===== config.mk =====
export PLATFORM = sky130hd
export DESIGN_NAME = cksf_sharpen
export DESIGN_NICKNAME = d
export VERILOG_FILES = /design/src/cksf_pkg.sv /design/src/cksf_sharpen.sv
export SDC_FILE = /design/constraint.sdc
export NUM_CORES = 1
export LEC_CHECK = 0
export BUFFER_PORTS_ARGS = -buffer_cell sky130_fd_sc_hd__buf_2
export CAP_MARGIN = 40
export CORE_MARGIN = 2
export CORE_UTILIZATION = 60
export DETAILED_ROUTE_END_ITERATION = 10
export PLACE_DENSITY = 0.89
export SLEW_MARGIN = 10
export SYNTH_ARGS = -nofsm -noshare
export SYNTH_HDL_FRONTEND = slang
export SYNTH_SLANG_ARGS = --single-unit

===== constraint.sdc =====
create_clock -name vclk -period 11.75
set_clock_uncertainty 0.05 [all_clocks]
set_input_delay 2.35 -clock vclk [all_inputs]
set_output_delay 2.35 -clock vclk [all_outputs]
set_load 0.01 [all_outputs]

===== src/cksf_pkg.sv =====
`timescale 1ns / 1ps
// ----------------------------------------------------------------------------
// cksf_pkg
// Shared types and constants of the cross kernel sharpen filter.
// ----------------------------------------------------------------------------
package cksf_pkg;

    localparam int CHAN_W     = 8;
    localparam int NUM_CHAN   = 3;
    localparam int DIM_W      = 12;
    localparam int CFG_IDX_W  = 2;
    localparam int CFG_DATA_W = 12;
    localparam int ACC_W      = 18;

    typedef struct packed {
        logic [CHAN_W-1:0] red;
        logic [CHAN_W-1:0] green;
        logic [CHAN_W-1:0] blue;
    } pixel_t;

    typedef struct packed {
        pixel_t upper;
        pixel_t middle;
    } row_pair_t;

    localparam logic [CFG_IDX_W-1:0] CFG_CENTER_WEIGHT = 2'd0;
    localparam logic [CFG_IDX_W-1:0] CFG_FRAME_WIDTH   = 2'd1;
    localparam logic [CFG_IDX_W-1:0] CFG_FRAME_HEIGHT  = 2'd2;

    localparam logic CMD_PIXEL = 1'b0;
    localparam logic CMD_FLUSH = 1'b1;

    localparam logic [CHAN_W-1:0] RST_CENTER_WEIGHT = 8'd5;
    localparam logic [DIM_W-1:0]  RST_FRAME_WIDTH   = 12'd640;
    localparam logic [DIM_W-1:0]  RST_FRAME_HEIGHT  = 12'd480;
    localparam logic [DIM_W-1:0]  MIN_DIM           = 12'd3;

    localparam logic signed [ACC_W-1:0] ACC_PIX_MAX = 18'sd255;
    localparam logic [CHAN_W-1:0]       PIX_MAX     = 8'd255;

endpackage


===== src/cksf_sharpen.sv =====
`timescale 1ns / 1ps
// ----------------------------------------------------------------------------
// cksf_sharpen
// Five-point cross kernel on one BGR pixel, clamped to 0..255 per channel.
// ----------------------------------------------------------------------------
module cksf_sharpen
    import cksf_pkg::*;
(
    input  logic signed [CHAN_W-1:0] weight,
    input  pixel_t                   center,
    input  pixel_t                   up,
    input  pixel_t                   down,
    input  pixel_t                   left,
    input  pixel_t                   right,
    output pixel_t                   result
);

    logic [NUM_CHAN*CHAN_W-1:0] c_bits;
    logic [NUM_CHAN*CHAN_W-1:0] u_bits;
    logic [NUM_CHAN*CHAN_W-1:0] d_bits;
    logic [NUM_CHAN*CHAN_W-1:0] l_bits;
    logic [NUM_CHAN*CHAN_W-1:0] r_bits;
    logic [NUM_CHAN*CHAN_W-1:0] res_bits;

    assign c_bits = center;
    assign u_bits = up;
    assign d_bits = down;
    assign l_bits = left;
    assign r_bits = right;

    genvar ch;
    for (ch = 0; ch < NUM_CHAN; ch++)
    begin : g_chan
        logic signed [2*CHAN_W:0]  prod;
        logic signed [ACC_W-1:0]   acc;
        logic        [CHAN_W-1:0]  clamp_v;

        assign prod = weight * $signed({1'b0, c_bits[ch*CHAN_W +: CHAN_W]});
        assign acc  = ACC_W'(prod)
                    - $signed(ACC_W'(u_bits[ch*CHAN_W +: CHAN_W]))
                    - $signed(ACC_W'(d_bits[ch*CHAN_W +: CHAN_W]))
                    - $signed(ACC_W'(l_bits[ch*CHAN_W +: CHAN_W]))
                    - $signed(ACC_W'(r_bits[ch*CHAN_W +: CHAN_W]));

        always_comb
        begin
            if (acc[ACC_W-1])
            begin
                clamp_v = '0;
            end
            else if (acc > ACC_PIX_MAX)
            begin
                clamp_v = PIX_MAX;
            end
            else
            begin
                clamp_v = acc[CHAN_W-1:0];
            end
        end

        assign res_bits[ch*CHAN_W +: CHAN_W] = clamp_v;
    end

    assign result = res_bits;

endmodule


==> run summary, run 1 <==
Worst Max-Slew Pin Slew = 0.870 ns
crit-path max cell delay = 0.57 ns
Post-Syn Area = 10700 µm²
global-route wire length before repair = 39.8 mm
pre-CTS WS = 1.13 ns
Pleak = 6.76 nW
Hold Slack = 5.27 ns
total number of vias = 8836
CP endpoint = result[11]
Worst Hold Class = input port to primary output
largest net degree at the start of global routing = 25
sequential cells = 0
WS Path Type = input port to primary output
max_cap viols = 0
Post-CTS Hold Buffers = 0
non-filler instance count after layout = 1637
chip width = 138 µm
WL/cell = 14.3 µm
YS warnings = 0
top cell type by total area after synthesis = fa_1
Fill cells = 1364
max_slew headroom = 41.5%
drt drc = 0
CP most frequent cell = fa_1
sequential standard cell area = 0 µm²
crit start category = input port
setup_tns = 0 ns
syn_area_per_cell = 8.35 µm²
# nets final = 1922
fin. max-slew vios = 0
Die H = 138 µm
Placed Instances = 1636
Area Growth Syn to Fin = 8.70%
synth top area cells = fa_1 38%, ha_1 21%, inv_1 14%
fin crit period = 10.63 ns
Starting Density = 61.7%
CP startpoint = weight[7]
Final WS setup = 1.12 ns
Routed WL = 23.4 mm
Worst Path Arrival = 8.23 ns
grt ovf = 0
synth unique cells = 57
CP max FO = 9
Final Hold Vio Count = 0
critical-path cell with the highest stage delay = fa_1
maximum vdd drop = 278 µV
unrepaired setup endpoints after global routing = false
Max Clock Freq = 94.1 MHz
die area = 19000 µm²
core region area = 17400 µm²
routability congestion estimate = 0.933
GRT Overall Usage = 25.8%
Power Dens Cells = 254 nW/µm²
first drt pass iteration count = 6
Rows = 48
antenna violations before repair = 0
Mapped Cells = 1288
fin crit share = 90.5%
HPWL Detailed = 20.8 mm
CP delay by family, top = adder cells
Cell Chain, Critical Path = buf_2 > inv_1 > nor2_1 > fa_1 > fa_1 > fa_1 > fa_1 > inv_1 > fa_1 > inv_1 > ha_1 > or2_2 > o311a_1 > o41ai_2 > xnor2_1 > or4_4 > a2111oi_4 > a21oi_1 > buf_2
Avg Vias per Cell = 5.40
proportion of layout cells with a drive suffix above 1 = 11.8%
worst path bufs/invs = 5
Synth top area share = 38.0%
CTS resizes = 0
min-delay src = right[16]
First DRT Iteration DRCs = 492
status = finished clean
final setup fails = 0
crit path capture type = primary output
Req. time, crit path = 9.35 ns
antenna-violating nets left = 0
syn nets = 1797
io pins = 152
Post-CTS Setup Repair Bufs = 0
cell count along the critical path = 19
Multi-input gate area = 9170 µm²
Core Util, Final = 67.1%
number of global-route vias before repair = 9337
sequential area share after synthesis = 0%
port bufs = 152
clock buf count = 0
## report_power, final
part | internal [W] | switching, W
registers | 0 | 0
logic | 0.00129 | 0.00168
clock network | 0.0000000000114 | 0
## per-layer routing
metal,track usage (%),share of wire (%),vias up
met1,32.3,39,4308
met4,5.90,2.2,0
li1,-,-,4169
met2,48.8,53,303
met3,1.32,5.8,56
met5,0,0,-
## Yosys cell counts (2+ instances only)
master       n
or2_2        2
fa_1       204
a2111oi_0    3
a22oi_1      4
o211ai_1     2
o21bai_1     7
a211o_1      2
or3_1        5
nand4_1      6
nor3b_1      5
clkbuf_1    28
mux2i_1      6
o2111a_1     2
and2_1      84
o311ai_0     3
o21a_1      19
nor4b_1      2
ha_1       177
a211oi_1     6
a31oi_1      3
o31a_1       3
o21ai_0     25
or4_1        2
nor3_1       4
a21oi_1     44
nand2_1    115
xnor2_1      8
o31ai_1      4
and3_1       2
nor2_1      37
o221ai_1     3
nand2b_1    20
xor2_1      12
nor2b_1      4
nor4_1       3
inv_1      390
a21o_1      17
nand3_1      4
mux2_2       3
## cell type report
| cell class | instances | area share, % |
|---|---|---|
| diodes | 1 | 0.0214 |
| well taps | 225 | 2.41 |
| repair buffers | 153 | 6.58 |
| multi-input cells | 868 | 78.5 |
| inverters | 390 | 12.5 |
## per-stage QoR
step	cell area [µm²]	total power (W)
after floorplan	10700	0.00234
after global placement	11700	0.00284
after detailed placement	11700	0.00294
after CTS	11700	0.00296
after global routing	11700	0.00336
final	11700	0.00297
## cells by family after synthesis
family                     count (synthesis)  share of synthesized area, %
AOI/OAI and AO/OA                        157                          9.92
xor gates and xnor gates                  20                          1.63
adders and majority gates                381                          58.6
buffers and inverters                    420                          14.7
muxes                                      9                         0.873
and+or+nand+nor                          301                          14.3
## how the worst min path moves through the flow
stage	to	slack, ns	depth (start not counted)
after detailed placement	result[16]	5.27	6
after global placement	result[16]	5.26	6
after CTS	result[16]	5.27	6
final	result[16]	5.27	6
after global routing	result[16]	5.31	6
after floorplan	result[16]	5.03	3
## cells in the final DEF (no fill, tap or decap), drive strengths merged, types with 6 or more instances in the layout
cell    count
inv       390
xnor2       8
a211oi      6
fa        204
and2       84
a21o       18
o21bai      7
mux2i       6
xor2       12
nand2     115
buf       153
ha        177
nand4       6
nand2b     20
o21ai      26
nor2       37
a21oi      44
o21a       19
(Power assumes the default switching activity.)
==> run 2, diff against run 1 <==
--- a/config.mk
+++ b/config.mk
@@ -7,10 +7,12 @@
 export LEC_CHECK = 0
 export BUFFER_PORTS_ARGS = -buffer_cell sky130_fd_sc_hd__buf_2
 export CAP_MARGIN = 40
+export CELL_PAD_IN_SITES_DETAIL_PLACEMENT = 1
+export CELL_PAD_IN_SITES_GLOBAL_PLACEMENT = 1
 export CORE_MARGIN = 2
-export CORE_UTILIZATION = 60
+export CORE_UTILIZATION = 46
 export DETAILED_ROUTE_END_ITERATION = 10
-export PLACE_DENSITY = 0.89
+export PLACE_DENSITY = 0.91
 export SLEW_MARGIN = 10
 export SYNTH_ARGS = -nofsm -noshare
 export SYNTH_HDL_FRONTEND = slang
==> run summary, run 2 (synthesized netlist as in run 1, its figures left out) <==
antenna violations before repair = 1 (was 0)
status = finished clean (unchanged)
HPWL Detailed = 27.0 mm (was 20.8 mm)
io pins = 152 (unchanged)
Max Clock Freq = 91.8 MHz (was 94.1 MHz)
max_slew headroom = 50.1% (was 41.5%)
drt drc = 0 (unchanged)
clock buf count = 0 (unchanged)
setup_tns = 0 ns (unchanged)
first drt pass iteration count = 5 (was 6)
min-delay src = right[16] (unchanged)
largest net degree at the start of global routing = 25 (unchanged)
total number of vias = 9116 (was 8836)
Avg Vias per Cell = 5.28 (was 5.40)
proportion of layout cells with a drive suffix above 1 = 11.9% (was 11.8%)
Routed WL = 30.5 mm (was 23.4 mm)
most common cell after layout, fill and taps aside = inv_1 (unchanged)
Area Growth Syn to Fin = 9.84% (was 8.70%)
port bufs = 152 (unchanged)
fin. max-slew vios = 0 (unchanged)
crit path capture type = primary output (unchanged)
WL/cell = 17.7 µm (was 14.3 µm)
fin crit share = 92.7% (was 90.5%)
# nets final = 1924 (was 1922)
Post-CTS Setup Repair Bufs = 0 (unchanged)
CTS resizes = 0 (unchanged)
sequential standard cell area = 0 µm² (unchanged)
Post-CTS Hold Buffers = 0 (unchanged)
antenna-violating nets left = 0 (unchanged)
Post-DP Area = 11800 µm² (was 11700 µm²)
crit start category = input port (unchanged)
Core Util, Final = 51.8% (was 67.1%)
unrepaired setup endpoints after global routing = false (unchanged)
grt ovf = 0 (unchanged)
core region area = 22800 µm² (was 17400 µm²)
die area = 24600 µm² (was 19000 µm²)
fin crit period = 10.89 ns (was 10.63 ns)
Req. time, crit path = 9.35 ns (about the same)
First DRT Iteration DRCs = 411 (was 492)
maximum vdd drop = 178 µV (was 278 µV)
routability congestion estimate = 0.875 (was 0.933)
Pleak = 6.77 nW (was 6.76 nW)
Starting Density = 47.2% (was 61.7%)
Rows = 55 (was 48)
WS Path Type = input port to primary output (unchanged)
number of global-route vias before repair = 10377 (was 9337)
global-route wire length before repair = 49.7 mm (was 39.8 mm)
Hold Path Depth = 6 (unchanged)
post-route design area = 11800 µm² (was 11700 µm²)
Worst Max-Slew Pin Slew = 0.743 ns (was 0.870 ns)
Die H = 157 µm (was 138 µm)
Worst Hold Class = input port to primary output (unchanged)
Final Hold Vio Count = 0 (unchanged)
final setup fails = 0 (unchanged)
GRT Overall Usage = 25.4% (was 25.8%)
sequential cells = 0 (unchanged)
most frequent cells in the layout = 390 x inv_1, 204 x fa_1, 177 x ha_1, 153 x buf_2, 115 x nand2_1 (was 390 x inv_1, 204 x fa_1, 177 x ha_1, 152 x buf_2, 115 x nand2_1)
chip width = 157 µm (was 138 µm)
Power Dens Cells = 269 nW/µm² (was 254 nW/µm²)
max_cap viols = 0 (unchanged)
CP max FO = 9 (unchanged)
Worst Path Arrival = 8.49 ns (was 8.23 ns)
Hold Crit Endpoint = result[16] (unchanged)
run 2: where the power goes:
group | switching (W) | leakage (nW) | internal [W]
sequential | 0 | 0 | 0
clock | 0 | 0.00000634 | 0.0000000000114
combinational | 0.00187 | 6.77 | 0.00132
total | 0.00187 | 6.77 | 0.00132
run 2: worst max-delay path by stage:
stage,depth (start not counted),start,end
6_report,19,weight[7],result[13]
5_1_grt,19,weight[2],result[13]
4_1_cts,20,weight[3],result[21]
3_5_place_dp,20,weight[3],result[21]
3_3_place_gp,19,weight[7],result[9]
2_1_floorplan,18,weight[7],result[10]
run 2: cell type report:
class	instances	area (µm²)
Tap cell	313	392
Multi-Input combinational cell	868	9170
Inverter	390	1460
Antenna cell	1	2.50
Fill cell	2844	11000
Timing Repair Buffer	155	781
run 2: metrics by stage:
step / worst slack (ns) / std cells / total power, W / hold WS [ns]
4_1_cts: 0.866 / 1724 / 0.00315 / 5.32
6_report: 0.860 / 1727 / 0.00318 / 5.30
3_5_place_dp: 0.867 / 1724 / 0.00313 / 5.32
5_1_grt: 0.651 / 1727 / 0.00356 / 5.36
2_1_floorplan: 1.58 / 1288 / 0.00234 / 5.03
3_3_place_gp: 1.27 / 1724 / 0.00289 / 5.29
run 2: layer usage:
metal	track usage (%)	part of all wire (%)
met3	1.33	3.4
met2	49.2	54
met5	0	0
met1	29.8	39
met4	7.60	3.4
run 2: critical path, stage by stage:
cell       delay, ns
buf_2           0.11
inv_1           0.46
nor2_1          0.16
fa_1            0.51
fa_1            0.58
fa_1            0.44
fa_1            0.49
inv_1           0.05
fa_1            0.47
inv_1           0.04
ha_1            0.33
or2_2           0.33
o311a_1         0.16
o41ai_2         0.31
xnor2_1         0.13
or4_4           0.56
a2111oi_4       0.64
a21oi_1         0.18
buf_2           0.19
==> run 3, diff against run 2 <==
--- a/config.mk
+++ b/config.mk
@@ -7,12 +7,10 @@
 export LEC_CHECK = 0
 export BUFFER_PORTS_ARGS = -buffer_cell sky130_fd_sc_hd__buf_2
 export CAP_MARGIN = 40
-export CELL_PAD_IN_SITES_DETAIL_PLACEMENT = 1
-export CELL_PAD_IN_SITES_GLOBAL_PLACEMENT = 1
 export CORE_MARGIN = 2
-export CORE_UTILIZATION = 46
+export CORE_UTILIZATION = 60
 export DETAILED_ROUTE_END_ITERATION = 10
-export PLACE_DENSITY = 0.91
+export PLACE_DENSITY = 0.89
 export SLEW_MARGIN = 10
 export SYNTH_ARGS = -nofsm -noshare
 export SYNTH_HDL_FRONTEND = slang
==> constraint.sdc (replaced) <==
create_clock -name vclk -period 13.06
set_clock_uncertainty 0.05 [all_clocks]
set_input_delay 2.612 -clock vclk [all_inputs]
set_output_delay 2.612 -clock vclk [all_outputs]
set_load 0.01 [all_outputs]
==> run summary, run 3 (synthesized netlist as in run 1, its figures left out) <==
Post-CTS Setup Repair Bufs = 0 (unchanged)
antenna violations before repair = 0 (was 1)
critical-path cell with the highest stage delay = fa_1 (was a2111oi_4)
# nets final = 1923 (was 1924)
sequential standard cell area = 0 µm² (unchanged)
routability congestion estimate = 0.931 (was 0.875)
proportion of layout cells with a drive suffix above 1 = 11.8% (was 11.9%)
crit start category = input port (unchanged)
sequential cells = 0 (unchanged)
unrepaired setup endpoints after global routing = false (unchanged)
max_slew headroom = 49.8% (was 50.1%)
global-route wire length before repair = 39.8 mm (was 49.7 mm)
Starting Density = 61.7% (was 47.2%)
fin. max-slew vios = 0 (unchanged)
port bufs = 152 (unchanged)
Post-DP Area = 11700 µm² (was 11800 µm²)
fin crit period = 11.25 ns
most common cell after layout, fill and taps aside = inv_1 (unchanged)
ANT cells = 0 (was 1)
Pleak = 6.76 nW (was 6.77 nW)
total number of vias = 8805 (was 9116)
Post-CTS Hold Buffers = 0 (unchanged)
CTS resizes = 0 (unchanged)
drt drc = 0 (unchanged)
Hold Path Depth = 6 (unchanged)
io pins = 152 (unchanged)
largest net degree at the start of global routing = 25 (unchanged)
CP max FO = 22 (was 9)
Max Clock Freq = 88.9 MHz
number of global-route vias before repair = 9222 (was 10377)
Placed Instances = 1636 (was 1724)
Die H = 138 µm (was 157 µm)
non-filler instance count after layout = 1637 (was 1727)
max_cap viols = 0 (unchanged)
HPWL Detailed = 20.5 mm (was 27.0 mm)
grt ovf = 0 (unchanged)
fin crit share = 86.1%
final setup fails = 0 (unchanged)
CP most frequent cell = fa_1 (unchanged)
WS Path Type = input port to primary output (unchanged)
maximum vdd drop = 250 µV (was 178 µV)
core region area = 17400 µm² (was 22800 µm²)
crit-path max cell delay = 0.57 ns (was 0.64 ns)
Worst Path Arrival = 8.59 ns (was 8.49 ns)
most frequent cells in the layout = 390 x inv_1, 204 x fa_1, 177 x ha_1, 153 x buf_2, 115 x nand2_1 (unchanged)
Worst Max-Slew Pin Slew = 0.749 ns (was 0.743 ns)
Core Util, Final = 67.1% (was 51.8%)
clock buf count = 0 (unchanged)
WL/cell = 14.2 µm (was 17.7 µm)
crit path capture type = primary output (unchanged)
Area Growth Syn to Fin = 8.72% (was 9.84%)
Cell Chain, Critical Path = buf_2 > buf_4 > inv_1 > nor2_1 > fa_1 > fa_1 > fa_1 > fa_1 > inv_1 > fa_1 > inv_1 > ha_1 > or2_2 > o311a_1 > o41ai_2 > xnor2_1 > or4_4 > a2111oi_4 > a21oi_1 > buf_2 (was buf_2 > inv_1 > nor2_1 > fa_1 > fa_1 > fa_1 > fa_1 > inv_1 > fa_1 > inv_1 > ha_1 > or2_2 > o311a_1 > o41ai_2 > xnor2_1 > or4_4 > a2111oi_4 > a21oi_1 > buf_2)
GRT Overall Usage = 25.7% (was 25.4%)
Req. time, crit path = 10.40 ns (was 9.35 ns)
Power Dens Cells = 233 nW/µm² (was 269 nW/µm²)
Avg Vias per Cell = 5.38 (was 5.28)
First DRT Iteration DRCs = 388 (was 411)
Worst Hold Class = input port to primary output (unchanged)
chip width = 138 µm (was 157 µm)
antenna-violating nets left = 0 (unchanged)
Tot Pwr = 0.00272 W (was 0.00318 W)
Final Hold Vio Count = 0 (unchanged)
setup_tns = 0 ns (unchanged)
Routed WL = 23.2 mm (was 30.5 mm)
Rows = 48 (was 55)
status = finished clean (unchanged)
post-route design area = 11700 µm² (was 11800 µm²)
first drt pass iteration count = 4 (was 5)
die area = 19000 µm² (was 24600 µm²)
[run 3: cell types whose count changed in the layout (fill, tap and decap cells not counted)]
cell	change
clkbuf_4	-1
diode_2	-1
[run 3: layout make-up]
type | instances | area, µm²
Fill cell | 1364 | 5730
Inverter | 390 | 1460
Multi-Input combinational cell | 868 | 9170
Tap cell | 225 | 282
Timing Repair Buffer | 154 | 773
[run 3: path summary, 6_finish.rpt]
path,start,to,slack (ns)
min,right[16],result[16],5.78
max,weight[7],result[13],1.81
[run 3: worst max-delay path: cells and delay by family]
family | cells | cell delay, ns
AO/OA/AOI/OAI | 4 | 1.17
AND/OR/NAND/NOR | 3 | 1.06
buffers and inverters | 6 | 0.87
XOR/XNOR | 1 | 0.10
adder cells (fa/ha/maj) | 6 | 2.76
[run 3: routing by layer]
layer	global-route usage (%)	up-vias	wire length, µm
li1	-	4165	-
met1	32.4	4341	9360
met2	48.8	262	12300
met3	1.66	37	1160
met4	4.71	0	395
met5	0	-	0
[run 3: stage by stage]
step                      hold slack (ns)  setup WS (ns)
after floorplan                      5.55           2.36
after global placement               5.79           1.97
after detailed placement             5.78           1.79
after CTS                            5.78           1.79
after global routing                 5.82           1.52
final                                5.78           1.81
[run 3: where the power goes]
group / total (W) / internal (W) / switching, W
registers: 0 / 0 / 0
clock network: 0 / 0 / 0
logic: 0.00272 / 0.00116 / 0.00156
